`config.mk`:
```
export PLATFORM = sky130hd
export DESIGN_NAME = capacitive_slider_engine_top_flat
export DESIGN_NICKNAME = d
export VERILOG_FILES = /design/src/sv/cse_pkg.sv /design/src/sv/cse_if.sv /design/src/sv/cse_ctrl.sv /design/src/sv/cse_div.sv /design/src/sv/cse_dp.sv /design/src/sv/capacitive_slider_engine_top.sv /design/src/flat_wrapper.sv
export SDC_FILE = /design/constraint.sdc
export NUM_CORES = 1
export LEC_CHECK = 0
export BUFFER_PORTS_ARGS = -buffer_cell sky130_fd_sc_hd__buf_2
export CAP_MARGIN = 20
export CORE_ASPECT_RATIO = 0.5
export CORE_UTILIZATION = 40
export CTS_CLUSTER_DIAMETER = 60
export DETAILED_ROUTE_END_ITERATION = 10
export GPL_TIMING_DRIVEN = 0
export SYNTH_ARGS = -nofsm -noshare
export SYNTH_HDL_FRONTEND = slang
export SYNTH_HIERARCHICAL = 1
export SYNTH_SLANG_ARGS = --single-unit
```
`constraint.sdc`:
```
create_clock -name i_clk -period 9.5 [get_ports i_clk]
set_input_delay 1.9 -clock i_clk [delete_from_list [all_inputs] [get_ports i_clk]]
set_output_delay 1.9 -clock i_clk [all_outputs]
set_load 0.02 [all_outputs]
```
`src/sv/cse_pkg.sv`:
```
// package for the capacitive slider engine: op codes, register indexes, fsm states
// no dependencies
package cse_pkg;
    localparam int MaxElectrodes = 16;
    localparam int SliderSpan    = 40;
    localparam int NoTouchCode   = 0;

    typedef enum logic [1:0] {
        OP_CAL   = 2'd0,
        OP_MEAS  = 2'd1,
        OP_QUERY = 2'd2,
        OP_NONE  = 2'd3
    } t_op;

    localparam logic [2:0] REG_THRESH = 3'd0;
    localparam logic [2:0] REG_COUNT  = 3'd1;
    localparam logic [2:0] REG_LOW    = 3'd2;
    localparam logic [2:0] REG_MID    = 3'd3;
    localparam logic [2:0] REG_HIGH   = 3'd4;

    typedef enum logic [2:0] {
        ST_IDLE,
        ST_EXEC,
        ST_DIV0,
        ST_DIV1,
        ST_FINISH,
        ST_OUT
    } t_state;

    typedef struct packed {
        logic exec;
        logic div0_start;
        logic div1_start;
        logic finish;
        logic out_load;
    } t_cmd;

    typedef struct packed {
        logic is_query;
        logic need_calc;
        logic div_done;
    } t_status;
endpackage

```
`src/sv/cse_if.sv`:
```
// valid/ready channel interfaces for items, results and configuration writes
// depends on nothing
interface cse_in_if;
    logic        valid;
    logic        ready;
    logic [1:0]  op;
    logic [15:0] scan_count;
    logic [3:0]  electrode_index;
    logic [7:0]  level_in;
    modport source (output valid, op, scan_count, electrode_index, level_in, input ready);
    modport sink   (input valid, op, scan_count, electrode_index, level_in, output ready);
endinterface

interface cse_out_if;
    logic       valid;
    logic       ready;
    logic [3:0] next_electrode;
    logic       touched;
    logic [7:0] slider_percent;
    logic [7:0] slider_distance;
    logic [7:0] level_out;
    logic [3:0] region_four;
    logic [2:0] region_three;
    modport source (output valid, next_electrode, touched, slider_percent, slider_distance,
                    level_out, region_four, region_three, input ready);
    modport sink   (input valid, next_electrode, touched, slider_percent, slider_distance,
                    level_out, region_four, region_three, output ready);
endinterface

interface cse_cfg_if;
    logic        valid;
    logic        ready;
    logic [2:0]  index;
    logic [15:0] data;
    modport source (output valid, index, data, input ready);
    modport sink   (input valid, index, data, output ready);
endinterface

```
`src/sv/cse_ctrl.sv`:
```
// controller fsm: sequences execute, two serial divisions and the result transfer
// depends on cse_pkg
module cse_ctrl import cse_pkg::*; (
    input  logic    i_clk,
    input  logic    i_rst_n,
    input  logic    i_in_valid,
    output logic    o_in_ready,
    output logic    o_out_valid,
    input  logic    i_out_ready,
    input  t_status i_status,
    output t_cmd    o_cmd
);
    t_state r_state, n_state;

    always_ff @(posedge i_clk) begin
        if (!i_rst_n) r_state <= ST_IDLE;
        else          r_state <= n_state;
    end

    always_comb begin
        n_state = r_state;
        unique case (r_state)
            ST_IDLE:   if (i_in_valid) n_state = ST_EXEC;
            ST_EXEC:   n_state = (i_status.is_query && i_status.need_calc) ? ST_DIV0 : ST_FINISH;
            ST_DIV0:   if (i_status.div_done) n_state = ST_DIV1;
            ST_DIV1:   if (i_status.div_done) n_state = ST_FINISH;
            ST_FINISH: n_state = ST_OUT;
            ST_OUT:    if (i_out_ready) n_state = ST_IDLE;
            default:   n_state = ST_IDLE;
        endcase
    end

    always_comb begin
        o_cmd       = '0;
        o_in_ready  = 1'b0;
        o_out_valid = 1'b0;
        unique case (r_state)
            ST_IDLE:   o_in_ready = 1'b1;
            ST_EXEC: begin
                o_cmd.exec       = 1'b1;
                o_cmd.div0_start = i_status.is_query && i_status.need_calc;
            end
            ST_DIV0:   o_cmd.div1_start = i_status.div_done;
            ST_DIV1:   ;
            ST_FINISH: o_cmd.finish = 1'b1;
            ST_OUT:    o_out_valid = 1'b1;
            default:   ;
        endcase
        o_cmd.out_load = (r_state == ST_FINISH);
    end
endmodule

```
`src/sv/cse_div.sv`:
```
// restoring serial divider, one quotient bit per cycle
// depends on nothing
module cse_div #(
    parameter int W = 24
) (
    input  logic         i_clk,
    input  logic         i_rst_n,
    input  logic         i_start,
    input  logic [W-1:0] i_num,
    input  logic [W-1:0] i_den,
    output logic         o_done,
    output logic [W-1:0] o_quot
);
    localparam int CW = $clog2(W + 1);
    logic [W-1:0]  r_rem, r_quot, r_den;
    logic [CW-1:0] r_cnt;
    logic          r_busy;
    logic          r_done;
    logic [W:0]    w_trial;

    assign w_trial = {r_rem, r_quot[W-1]} - {1'b0, r_den};

    // done pulses the cycle after the last step, when the quotient is complete
    always_ff @(posedge i_clk) begin
        if (!i_rst_n) begin
            r_busy <= 1'b0;
            r_cnt  <= '0;
            r_done <= 1'b0;
        end else if (i_start) begin
            r_busy <= 1'b1;
            r_cnt  <= CW'(W);
            r_done <= 1'b0;
        end else begin
            r_done <= r_busy && (r_cnt == CW'(1));
            if (r_busy) begin
                r_cnt <= r_cnt - 1'b1;
                if (r_cnt == CW'(1)) r_busy <= 1'b0;
            end
        end
    end

    always_ff @(posedge i_clk) begin
        if (i_start) begin
            r_rem  <= '0;
            r_quot <= i_num;
            r_den  <= i_den;
        end else if (r_busy) begin
            if (!w_trial[W]) begin
                r_rem  <= w_trial[W-1:0];
                r_quot <= {r_quot[W-2:0], 1'b1};
            end else begin
                r_rem  <= {r_rem[W-2:0], r_quot[W-1]};
                r_quot <= {r_quot[W-2:0], 1'b0};
            end
        end
    end

    assign o_done = r_done;
    assign o_quot = r_quot;
endmodule

```
`src/sv/cse_dp.sv`:
```
// datapath: stores, pointer, held position, serial divisions and result fields
// depends on cse_pkg, cse_div
module cse_dp import cse_pkg::*; #(
    parameter int MAX_ELECTRODES = MaxElectrodes,
    parameter int SLIDER_SPAN    = SliderSpan,
    parameter int NO_TOUCH_CODE  = NoTouchCode
) (
    input  logic        i_clk,
    input  logic        i_rst_n,
    input  logic        i_in_take,
    input  logic [1:0]  i_op,
    input  logic [15:0] i_scan_count,
    input  logic [3:0]  i_electrode_index,
    input  logic [7:0]  i_level_in,
    input  logic        i_cfg_we,
    input  logic [2:0]  i_cfg_index,
    input  logic [15:0] i_cfg_data,
    input  t_cmd        i_cmd,
    output t_status     o_status,
    output logic [3:0]  o_next_electrode,
    output logic        o_touched,
    output logic [7:0]  o_slider_percent,
    output logic [7:0]  o_slider_distance,
    output logic [7:0]  o_level_out,
    output logic [3:0]  o_region_four,
    output logic [2:0]  o_region_three
);
    localparam int DW = 24;
    localparam logic [7:0] NoTouch = 8'(NO_TOUCH_CODE);

    logic [15:0] r_thresh;
    logic [4:0]  r_count;
    logic [6:0]  r_low, r_mid, r_high;
    logic [15:0] r_base [MAX_ELECTRODES];
    logic [15:0] r_delta [MAX_ELECTRODES];
    logic [3:0]  r_ptr;
    logic        r_new;
    logic [7:0]  r_pct, r_dist, r_prev;
    logic        r_touch;
    logic [1:0]  r_op;
    logic [15:0] r_cnt_in;
    logic [3:0]  r_eidx;
    logic [7:0]  r_lvl;
    logic [6:0]  r_p0;
    logic        r_calc;

    logic [16:0]   w_sum;
    logic          w_hit;
    logic [DW-1:0] w_num, w_quot;
    logic          w_done;
    logic [4:0]    w_n;
    logic [3:0]    w_pidx;
    logic [15:0]   w_bsel;
    logic [6:0]    w_p1;
    logic [14:0]   w_s0m, w_s1m;
    logic [7:0]    w_s0, w_s1;
    logic [3:0]    w_r4;
    logic [2:0]    w_r3;

    assign w_sum  = {1'b0, r_delta[0]} + {1'b0, r_delta[1]};
    assign w_hit  = (r_delta[0] > r_thresh) || (r_delta[1] > r_thresh);
    assign w_num  = i_cmd.div0_start ? DW'(r_delta[0]) * DW'(100) : DW'(r_delta[1]) * DW'(100);
    assign w_pidx = r_ptr;
    assign w_bsel = r_base[w_pidx];
    assign w_n    = (r_count > 5'(MAX_ELECTRODES)) ? 5'(MAX_ELECTRODES) : r_count;
    assign w_p1   = w_quot[6:0];
    // span scaling: s = p*span/100, p <= 100 so reciprocal 41944/2^22 is exact
    assign w_s0m  = 15'(r_p0) * 15'(SLIDER_SPAN);
    assign w_s1m  = 15'(w_p1) * 15'(SLIDER_SPAN);
    assign w_s0   = 8'((w_s0m * 32'd41944) >> 22);
    assign w_s1   = 8'((w_s1m * 32'd41944) >> 22);

    cse_div #(.W(DW)) u_div (
        .i_clk   (i_clk),
        .i_rst_n (i_rst_n),
        .i_start (i_cmd.div0_start || i_cmd.div1_start),
        .i_num   (w_num),
        .i_den   (DW'(w_sum)),
        .o_done  (w_done),
        .o_quot  (w_quot)
    );

    assign o_status.is_query  = (r_op == OP_QUERY);
    assign o_status.need_calc = r_new && w_hit;
    assign o_status.div_done  = w_done;

    always_comb begin
        w_r4 = '0;
        w_r3 = '0;
        if (r_touch) begin
            priority if (r_pct >= {1'b0, r_high}) w_r4 = 4'b1000;
            else if (r_pct >= {1'b0, r_mid})      w_r4 = 4'b0100;
            else if (r_pct >= {1'b0, r_low})      w_r4 = 4'b0010;
            else if (r_pct >= 8'd1)               w_r4 = 4'b0001;
            else                                  w_r4 = 4'b0000;
            priority if (r_pct >= {1'b0, r_mid})  w_r3 = 3'b100;
            else if (r_pct >= {1'b0, r_low})      w_r3 = 3'b010;
            else if (r_pct >= 8'd1)               w_r3 = 3'b001;
            else                                  w_r3 = 3'b000;
        end
    end

    always_ff @(posedge i_clk) begin
        if (i_in_take) begin
            r_op     <= i_op;
            r_cnt_in <= i_scan_count;
            r_eidx   <= i_electrode_index;
            r_lvl    <= i_level_in;
        end
        if (w_done && !r_calc) r_p0 <= w_quot[6:0];
    end

    always_ff @(posedge i_clk) begin
        if (!i_rst_n) begin
            r_thresh <= 16'd300;
            r_count  <= 5'd2;
            r_low    <= 7'd25;
            r_mid    <= 7'd50;
            r_high   <= 7'd75;
            for (int k = 0; k < MAX_ELECTRODES; k++) begin
                r_base[k]  <= '0;
                r_delta[k] <= '0;
            end
            r_ptr   <= '0;
            r_new   <= 1'b0;
            r_pct   <= NoTouch;
            r_dist  <= NoTouch;
            r_prev  <= '0;
            r_touch <= 1'b0;
            r_calc  <= 1'b0;
        end else begin
            if (i_cfg_we) begin
                unique case (i_cfg_index)
                    REG_THRESH: r_thresh <= i_cfg_data;
                    REG_COUNT:  r_count  <= i_cfg_data[4:0];
                    REG_LOW:    r_low    <= i_cfg_data[6:0];
                    REG_MID:    r_mid    <= i_cfg_data[6:0];
                    REG_HIGH:   r_high   <= i_cfg_data[6:0];
                    default:    ;
                endcase
            end
            if (i_cmd.div0_start) r_calc <= 1'b0;
            if (w_done) r_calc <= 1'b1;
            if (i_cmd.exec) begin
                unique case (t_op'(r_op))
                    OP_CAL: begin
                        r_base[r_eidx] <= r_cnt_in;
                        r_new <= 1'b1;
                    end
                    OP_MEAS: begin
                        r_delta[w_pidx] <= (r_cnt_in > w_bsel) ? r_cnt_in - w_bsel : '0;
                        if (w_n > 5'd1)
                            r_ptr <= ((w_n - 5'd1) > {1'b0, r_ptr}) ? r_ptr + 4'd1 : '0;
                        r_new <= 1'b1;
                    end
                    OP_QUERY: begin
                        if (r_new) begin
                            r_new <= 1'b0;
                            if (!w_hit) begin
                                r_pct   <= NoTouch;
                                r_dist  <= NoTouch;
                                r_touch <= 1'b0;
                            end
                        end
                    end
                    default: ;
                endcase
            end
            // second quotient available at its done cycle
            if (w_done && r_calc) begin
                r_pct   <= 8'((9'd100 - 9'(r_p0) + 9'(w_p1)) >> 1);
                r_dist  <= 8'((9'(SLIDER_SPAN) - 9'(w_s0) + 9'(w_s1)) >> 1);
                r_touch <= 1'b1;
            end
            if (i_cmd.finish && r_op == OP_QUERY) r_prev <= r_pct;
        end
    end

    // result register, loaded at finish
    always_ff @(posedge i_clk) begin
        if (i_cmd.out_load) begin
            o_next_electrode <= r_ptr;
            if (r_op == OP_QUERY) begin
                o_touched         <= r_touch;
                o_slider_percent  <= r_pct;
                o_slider_distance <= r_dist;
                if (r_pct > r_prev)      o_level_out <= (r_lvl != 8'hFF) ? r_lvl + 8'd1 : r_lvl;
                else if (r_pct < r_prev) o_level_out <= (r_lvl != 8'h00) ? r_lvl - 8'd1 : r_lvl;
                else                     o_level_out <= r_lvl;
                o_region_four  <= w_r4;
                o_region_three <= w_r3;
            end else begin
                o_touched         <= 1'b0;
                o_slider_percent  <= '0;
                o_slider_distance <= '0;
                o_level_out       <= '0;
                o_region_four     <= '0;
                o_region_three    <= '0;
            end
        end
    end
endmodule

```
`src/sv/capacitive_slider_engine_top.sv`:
```
// capacitive slider engine top: controller, datapath and channel ports
// sequence: items other than a query that recomputes the position pass through execute,
// finish and output; a query that recomputes runs two 24-step serial divisions before finish
// one item in flight; the next input can be taken in the cycle after the result transfer
// reset: synchronous active low, stores and pointer clear, registers take defaults
module capacitive_slider_engine_top import cse_pkg::*; #(
    parameter int MAX_ELECTRODES = MaxElectrodes,
    parameter int SLIDER_SPAN    = SliderSpan,
    parameter int NO_TOUCH_CODE  = NoTouchCode
) (
    input  logic i_clk,
    input  logic i_rst_n,
    cse_in_if.sink    in_ch,
    cse_out_if.source out_ch,
    cse_cfg_if.sink   cfg_ch
);
    t_cmd    w_cmd;
    t_status w_status;

    assign cfg_ch.ready = 1'b1;

    cse_ctrl u_ctrl (
        .i_clk       (i_clk),
        .i_rst_n     (i_rst_n),
        .i_in_valid  (in_ch.valid),
        .o_in_ready  (in_ch.ready),
        .o_out_valid (out_ch.valid),
        .i_out_ready (out_ch.ready),
        .i_status    (w_status),
        .o_cmd       (w_cmd)
    );

    cse_dp #(
        .MAX_ELECTRODES (MAX_ELECTRODES),
        .SLIDER_SPAN    (SLIDER_SPAN),
        .NO_TOUCH_CODE  (NO_TOUCH_CODE)
    ) u_dp (
        .i_clk             (i_clk),
        .i_rst_n           (i_rst_n),
        .i_in_take         (in_ch.valid && in_ch.ready),
        .i_op              (in_ch.op),
        .i_scan_count      (in_ch.scan_count),
        .i_electrode_index (in_ch.electrode_index),
        .i_level_in        (in_ch.level_in),
        .i_cfg_we          (cfg_ch.valid),
        .i_cfg_index       (cfg_ch.index),
        .i_cfg_data        (cfg_ch.data),
        .i_cmd             (w_cmd),
        .o_status          (w_status),
        .o_next_electrode  (out_ch.next_electrode),
        .o_touched         (out_ch.touched),
        .o_slider_percent  (out_ch.slider_percent),
        .o_slider_distance (out_ch.slider_distance),
        .o_level_out       (out_ch.level_out),
        .o_region_four     (out_ch.region_four),
        .o_region_three    (out_ch.region_three)
    );

    a_no_overlap: assert property (@(posedge i_clk) disable iff (!i_rst_n)
        !(in_ch.ready && out_ch.valid)) else $error("input taken while result pending");
    a_take_exec: assert property (@(posedge i_clk) disable iff (!i_rst_n)
        (in_ch.valid && in_ch.ready) |=> w_cmd.exec) else $error("accepted item not executed");
    a_region_hot: assert property (@(posedge i_clk) disable iff (!i_rst_n)
        out_ch.valid |-> ($onehot0(out_ch.region_four) && $onehot0(out_ch.region_three)))
        else $error("region not one-hot");
endmodule
```
`src/flat_wrapper.sv`:
```
// flat-port wrapper written by rule: the top's interface ports become plain ports
module capacitive_slider_engine_top_flat import cse_pkg::*;
#(
    parameter int MAX_ELECTRODES = MaxElectrodes,
    parameter int SLIDER_SPAN    = SliderSpan,
    parameter int NO_TOUCH_CODE  = NoTouchCode
)
  (i_clk, i_rst_n, in_ch_valid, in_ch_op, in_ch_scan_count, in_ch_electrode_index, in_ch_level_in, in_ch_ready, out_ch_valid, out_ch_next_electrode, out_ch_touched, out_ch_slider_percent, out_ch_slider_distance, out_ch_level_out, out_ch_region_four, out_ch_region_three, out_ch_ready, cfg_ch_valid, cfg_ch_index, cfg_ch_data, cfg_ch_ready);
  cse_in_if in_ch_i ();
  cse_out_if out_ch_i ();
  cse_cfg_if cfg_ch_i ();
  input  logic i_clk;
  input  logic i_rst_n;
  input wire logic [$bits(in_ch_i.valid)-1:0] in_ch_valid;
  input wire logic [$bits(in_ch_i.op)-1:0] in_ch_op;
  input wire logic [$bits(in_ch_i.scan_count)-1:0] in_ch_scan_count;
  input wire logic [$bits(in_ch_i.electrode_index)-1:0] in_ch_electrode_index;
  input wire logic [$bits(in_ch_i.level_in)-1:0] in_ch_level_in;
  output wire logic [$bits(in_ch_i.ready)-1:0] in_ch_ready;
  output wire logic [$bits(out_ch_i.valid)-1:0] out_ch_valid;
  output wire logic [$bits(out_ch_i.next_electrode)-1:0] out_ch_next_electrode;
  output wire logic [$bits(out_ch_i.touched)-1:0] out_ch_touched;
  output wire logic [$bits(out_ch_i.slider_percent)-1:0] out_ch_slider_percent;
  output wire logic [$bits(out_ch_i.slider_distance)-1:0] out_ch_slider_distance;
  output wire logic [$bits(out_ch_i.level_out)-1:0] out_ch_level_out;
  output wire logic [$bits(out_ch_i.region_four)-1:0] out_ch_region_four;
  output wire logic [$bits(out_ch_i.region_three)-1:0] out_ch_region_three;
  input wire logic [$bits(out_ch_i.ready)-1:0] out_ch_ready;
  input wire logic [$bits(cfg_ch_i.valid)-1:0] cfg_ch_valid;
  input wire logic [$bits(cfg_ch_i.index)-1:0] cfg_ch_index;
  input wire logic [$bits(cfg_ch_i.data)-1:0] cfg_ch_data;
  output wire logic [$bits(cfg_ch_i.ready)-1:0] cfg_ch_ready;
  assign in_ch_i.valid = in_ch_valid;
  assign in_ch_i.op = in_ch_op;
  assign in_ch_i.scan_count = in_ch_scan_count;
  assign in_ch_i.electrode_index = in_ch_electrode_index;
  assign in_ch_i.level_in = in_ch_level_in;
  assign in_ch_ready = in_ch_i.ready;
  assign out_ch_valid = out_ch_i.valid;
  assign out_ch_next_electrode = out_ch_i.next_electrode;
  assign out_ch_touched = out_ch_i.touched;
  assign out_ch_slider_percent = out_ch_i.slider_percent;
  assign out_ch_slider_distance = out_ch_i.slider_distance;
  assign out_ch_level_out = out_ch_i.level_out;
  assign out_ch_region_four = out_ch_i.region_four;
  assign out_ch_region_three = out_ch_i.region_three;
  assign out_ch_i.ready = out_ch_ready;
  assign cfg_ch_i.valid = cfg_ch_valid;
  assign cfg_ch_i.index = cfg_ch_index;
  assign cfg_ch_i.data = cfg_ch_data;
  assign cfg_ch_ready = cfg_ch_i.ready;
  capacitive_slider_engine_top #(.MAX_ELECTRODES(MAX_ELECTRODES), .SLIDER_SPAN(SLIDER_SPAN), .NO_TOUCH_CODE(NO_TOUCH_CODE)) u_core (.i_clk(i_clk), .i_rst_n(i_rst_n), .in_ch(in_ch_i), .out_ch(out_ch_i), .cfg_ch(cfg_ch_i));
endmodule
```
==> results.cfg <==
[cells_and_area]
drive_above_1_share_pct = 10.63
final_common_cell = ha_1
final_cell_mix = ha_1 (415), edfxtp_1 (409), inv_1 (389)
antenna_cells = 0
fin_nets = 3881
fin_util_pct = 45.17
areaGrowthSynthToFinish_pct = 11.40
fin_area_sq_um = 39040

[timing]
fin_ws_ps = 727.6
worst_pin_slew_ps = 1059
setup_viol = 0
finalHoldViolCount = 0
grt_setup_unrepaired = false
fmax_mhz = 114.0
max_slew_margin_pct = 29.23
drv_slew = 0
clock_skew_ps = 59.18
period_needed_ps = 8772
period_share_pct = 92.34
fin_tns_setup_ps = 0

[placement]
gp_congestion = 0.8820
preCtsSetupSlack_ps = 702.8
port_buffers = 91
hpwl_mm = 62.16
placed_cell_area_sq_um = 37180

[pwr]
peakVddDrop_mv = 0.1525
power.leakage_nw = 16.58
cellPowerDensity_nw_per_um2 = 170.2
p_total_mw = 6.644

[worst_setup_path]
crit_path_start_kind = flip-flop
crit_path_max_fanout = 11
max_stage_delay_ps = 670
crit_buf_inv = 2
required_ps = 9990
r2r_cells = 32
arrival_ps = 9260
crit_family = adder cells
critPathSlowestCell = edfxtp_1
crit_top_cell = fa_1
cp.depth = 32
path_class = reg -> reg
cp-end-kind = flip-flop

[synthesis]
synth-edff-count = 409
synth_area_sq_um = 35040
yosysSeqAreaShare_pct = 41.39
syn_area_per_cell_sq_um = 11.14
ys_warn_count = 6
ys_seq_elements = 520
synth-main-ff-cell = edfxtp_1
synthArstFlopShare_pct = 0
syn_inst = 3147
yosysUniqueCellTypes = 97

[hold_path]
hold_path.class = reg -> reg
hold_depth = 2

[clocking]
clock_latency_ps = 660
htreeDepth = 2
postCtsSetupBuffers = 0
cts_hold_buf = 0
cts_tree = built
cts_buffers = 54
clock_sinks = 520
cts_max_path_buffers = 3
ctsResizeCount = 0
path_clk_slew_ps = 60
clockRootBuffer = clkbuf_16

[detailed_routing]
wl_mm = 79.26
num_vias = 23288
vias_per_cell = 5.141
drc = 0
wire_per_inst_um = 17.50
route.antenna.remaining_nets = 0
first_pass_iters = 5
drtIter0Drc = 1262

[run_status]
status = completed

[global_route]
grt_max_degree = 31
antenna_found_initial = 1
grt_pass1_vias = 23465
grt_pass1_wl_mm = 126.8
grt_usage_pct = 18.04
grt-ovfl-total = 0

[floorplan]
io_pins = 93
core_sq_um = 86440
die_y_um = 211.3
die_x_um = 420.6
dieArea_sq_um = 88870
rows = 76
initial_core_util_pct = 40.54

[job]
max_cap_violations = 0
-- kinds of logic (layout without fill, tap and decap cells) --
group / after synthesis / in the layout / share of synthesized area [%]
flops: 520 / 520 / 41.39
xor+xnor: 125 / 125 / 3.124
mux: 143 / 143 / 7.041
buf+inv: 505 / 709 / 5.555
compound gates: 469 / 469 / 9.222
simple gates: 870 / 870 / 13.24
fa+ha+maj: 513 / 513 / 20.41
other cells: 2 / 11 / 0.02143
-- report_power, final --
part / internal (mW) / switching [mW] / total (mW)
logic: 0.756 / 0.975 / 1.73
registers: 2.59 / 0.108 / 2.70
clock network: 1.28 / 0.935 / 2.21
total: 4.63 / 2.02 / 6.64
-- cells in the mapped netlist, types with 13 or more instances --
master | count | area (sq um)
ha_1 | 415 | 5192
edfxtp_1 | 409 | 12280
inv_1 | 389 | 1460
and2_1 | 267 | 1670
nor2_1 | 165 | 619.3
nand2_1 | 156 | 585.6
dfxtp_1 | 111 | 2222
a21oi_1 | 110 | 550.5
fa_1 | 98 | 1962
clkbuf_1 | 93 | 349.1
xnor2_1 | 83 | 727.0
mux4_2 | 80 | 1802
o21ai_0 | 79 | 395.4
nor3_1 | 52 | 260.3
a21boi_0 | 46 | 345.3
a21o_1 | 44 | 330.3
nand3_1 | 43 | 215.2
xor2_1 | 42 | 367.9
nor2b_1 | 40 | 250.2
mux2i_1 | 35 | 350.3
a211oi_1 | 32 | 240.2
mux2_2 | 28 | 315.3
nand2b_1 | 27 | 168.9
o211ai_1 | 25 | 187.7
nand4_1 | 20 | 125.1
o21a_1 | 20 | 150.1
and3_1 | 18 | 112.6
nor4_1 | 17 | 106.4
o21bai_1 | 16 | 120.1
or3_1 | 13 | 81.33
-- metrics by stage --
stage                     cells  hold WS [ps]
after floorplan            3156         430.5
after global placement     4417         452.4
after detailed placement   4427         461.4
after CTS                  4529         469.9
after global routing       4530         483.2
final                      4530         463.4
-- worst register-to-register path, delay by kind of cell, from the launching register on --
kind	cells	cell delay, ps
DFF	1	670
buffers and inverters	2	110
adders and majority gates	10	4150
xor gates and xnor gates	3	830
AOI/OAI and AO/OA	9	1770
and+or+nand+nor	8	1160
-- state kept, by name, summed over array words and instances (netlist names), 5 cells and up, named ones only --
register	cells
u_core/u_dp/o_level_out	8
u_core/u_dp/o_slider_distance	8
u_core/u_dp/o_slider_percent	8
u_core/u_dp/r_base	256
u_core/u_dp/r_cnt_in	16
u_core/u_dp/r_count	5
u_core/u_dp/r_delta	32
u_core/u_dp/r_dist	8
u_core/u_dp/r_high	7
u_core/u_dp/r_low	7
u_core/u_dp/r_lvl	8
u_core/u_dp/r_mid	7
u_core/u_dp/r_p0	7
u_core/u_dp/r_pct	8
u_core/u_dp/r_prev	8
u_core/u_dp/r_thresh	16
u_core/u_dp/u_div/o_quot	24
u_core/u_dp/u_div/r_cnt	5
u_core/u_dp/u_div/r_den	24
u_core/u_dp/u_div/r_rem	24
-- worst paths after layout --
| check | from | endpoint | slack, ps |
|---|---|---|---|
| worst max register to register | u_core/u_dp/r_p0[0]$_DFFE_PP_ | u_core/u_dp/r_dist[6]$_SDFFE_PN0P_ | 730 |
| worst min-delay path | u_core/u_dp/r_thresh[1]$_SDFFE_PN0P_ | u_core/u_dp/r_thresh[1]$_SDFFE_PN0P_ | 460 |
| worst max-delay path | u_core/u_dp/r_p0[0]$_DFFE_PP_ | u_core/u_dp/r_dist[6]$_SDFFE_PN0P_ | 730 |
| worst min register to register | u_core/u_dp/r_thresh[1]$_SDFFE_PN0P_ | u_core/u_dp/r_thresh[1]$_SDFFE_PN0P_ | 460 |
-- layer usage --
layer	track usage [%]	vias up	part of all wire [%]
li1	-	11447	-
met1	24.24	11432	47
met2	31.13	307	48
met3	2.233	102	3.2
met4	3.987	0	1.8
met5	0	-	0
-- layout make-up --
cell class | instances | area, sq um
multi-input cells | 2131 | 18680
inverters | 390 | 1464
well taps | 1170 | 1464
clock inverters | 26 | 381.6
plain buffers | 115 | 483.0
fillers | 7998 | 47400
repair buffers | 102 | 605.6
flip-flops and latches | 520 | 14500
clock buffers | 76 | 1464
Power figures use the tool's default switching activity.
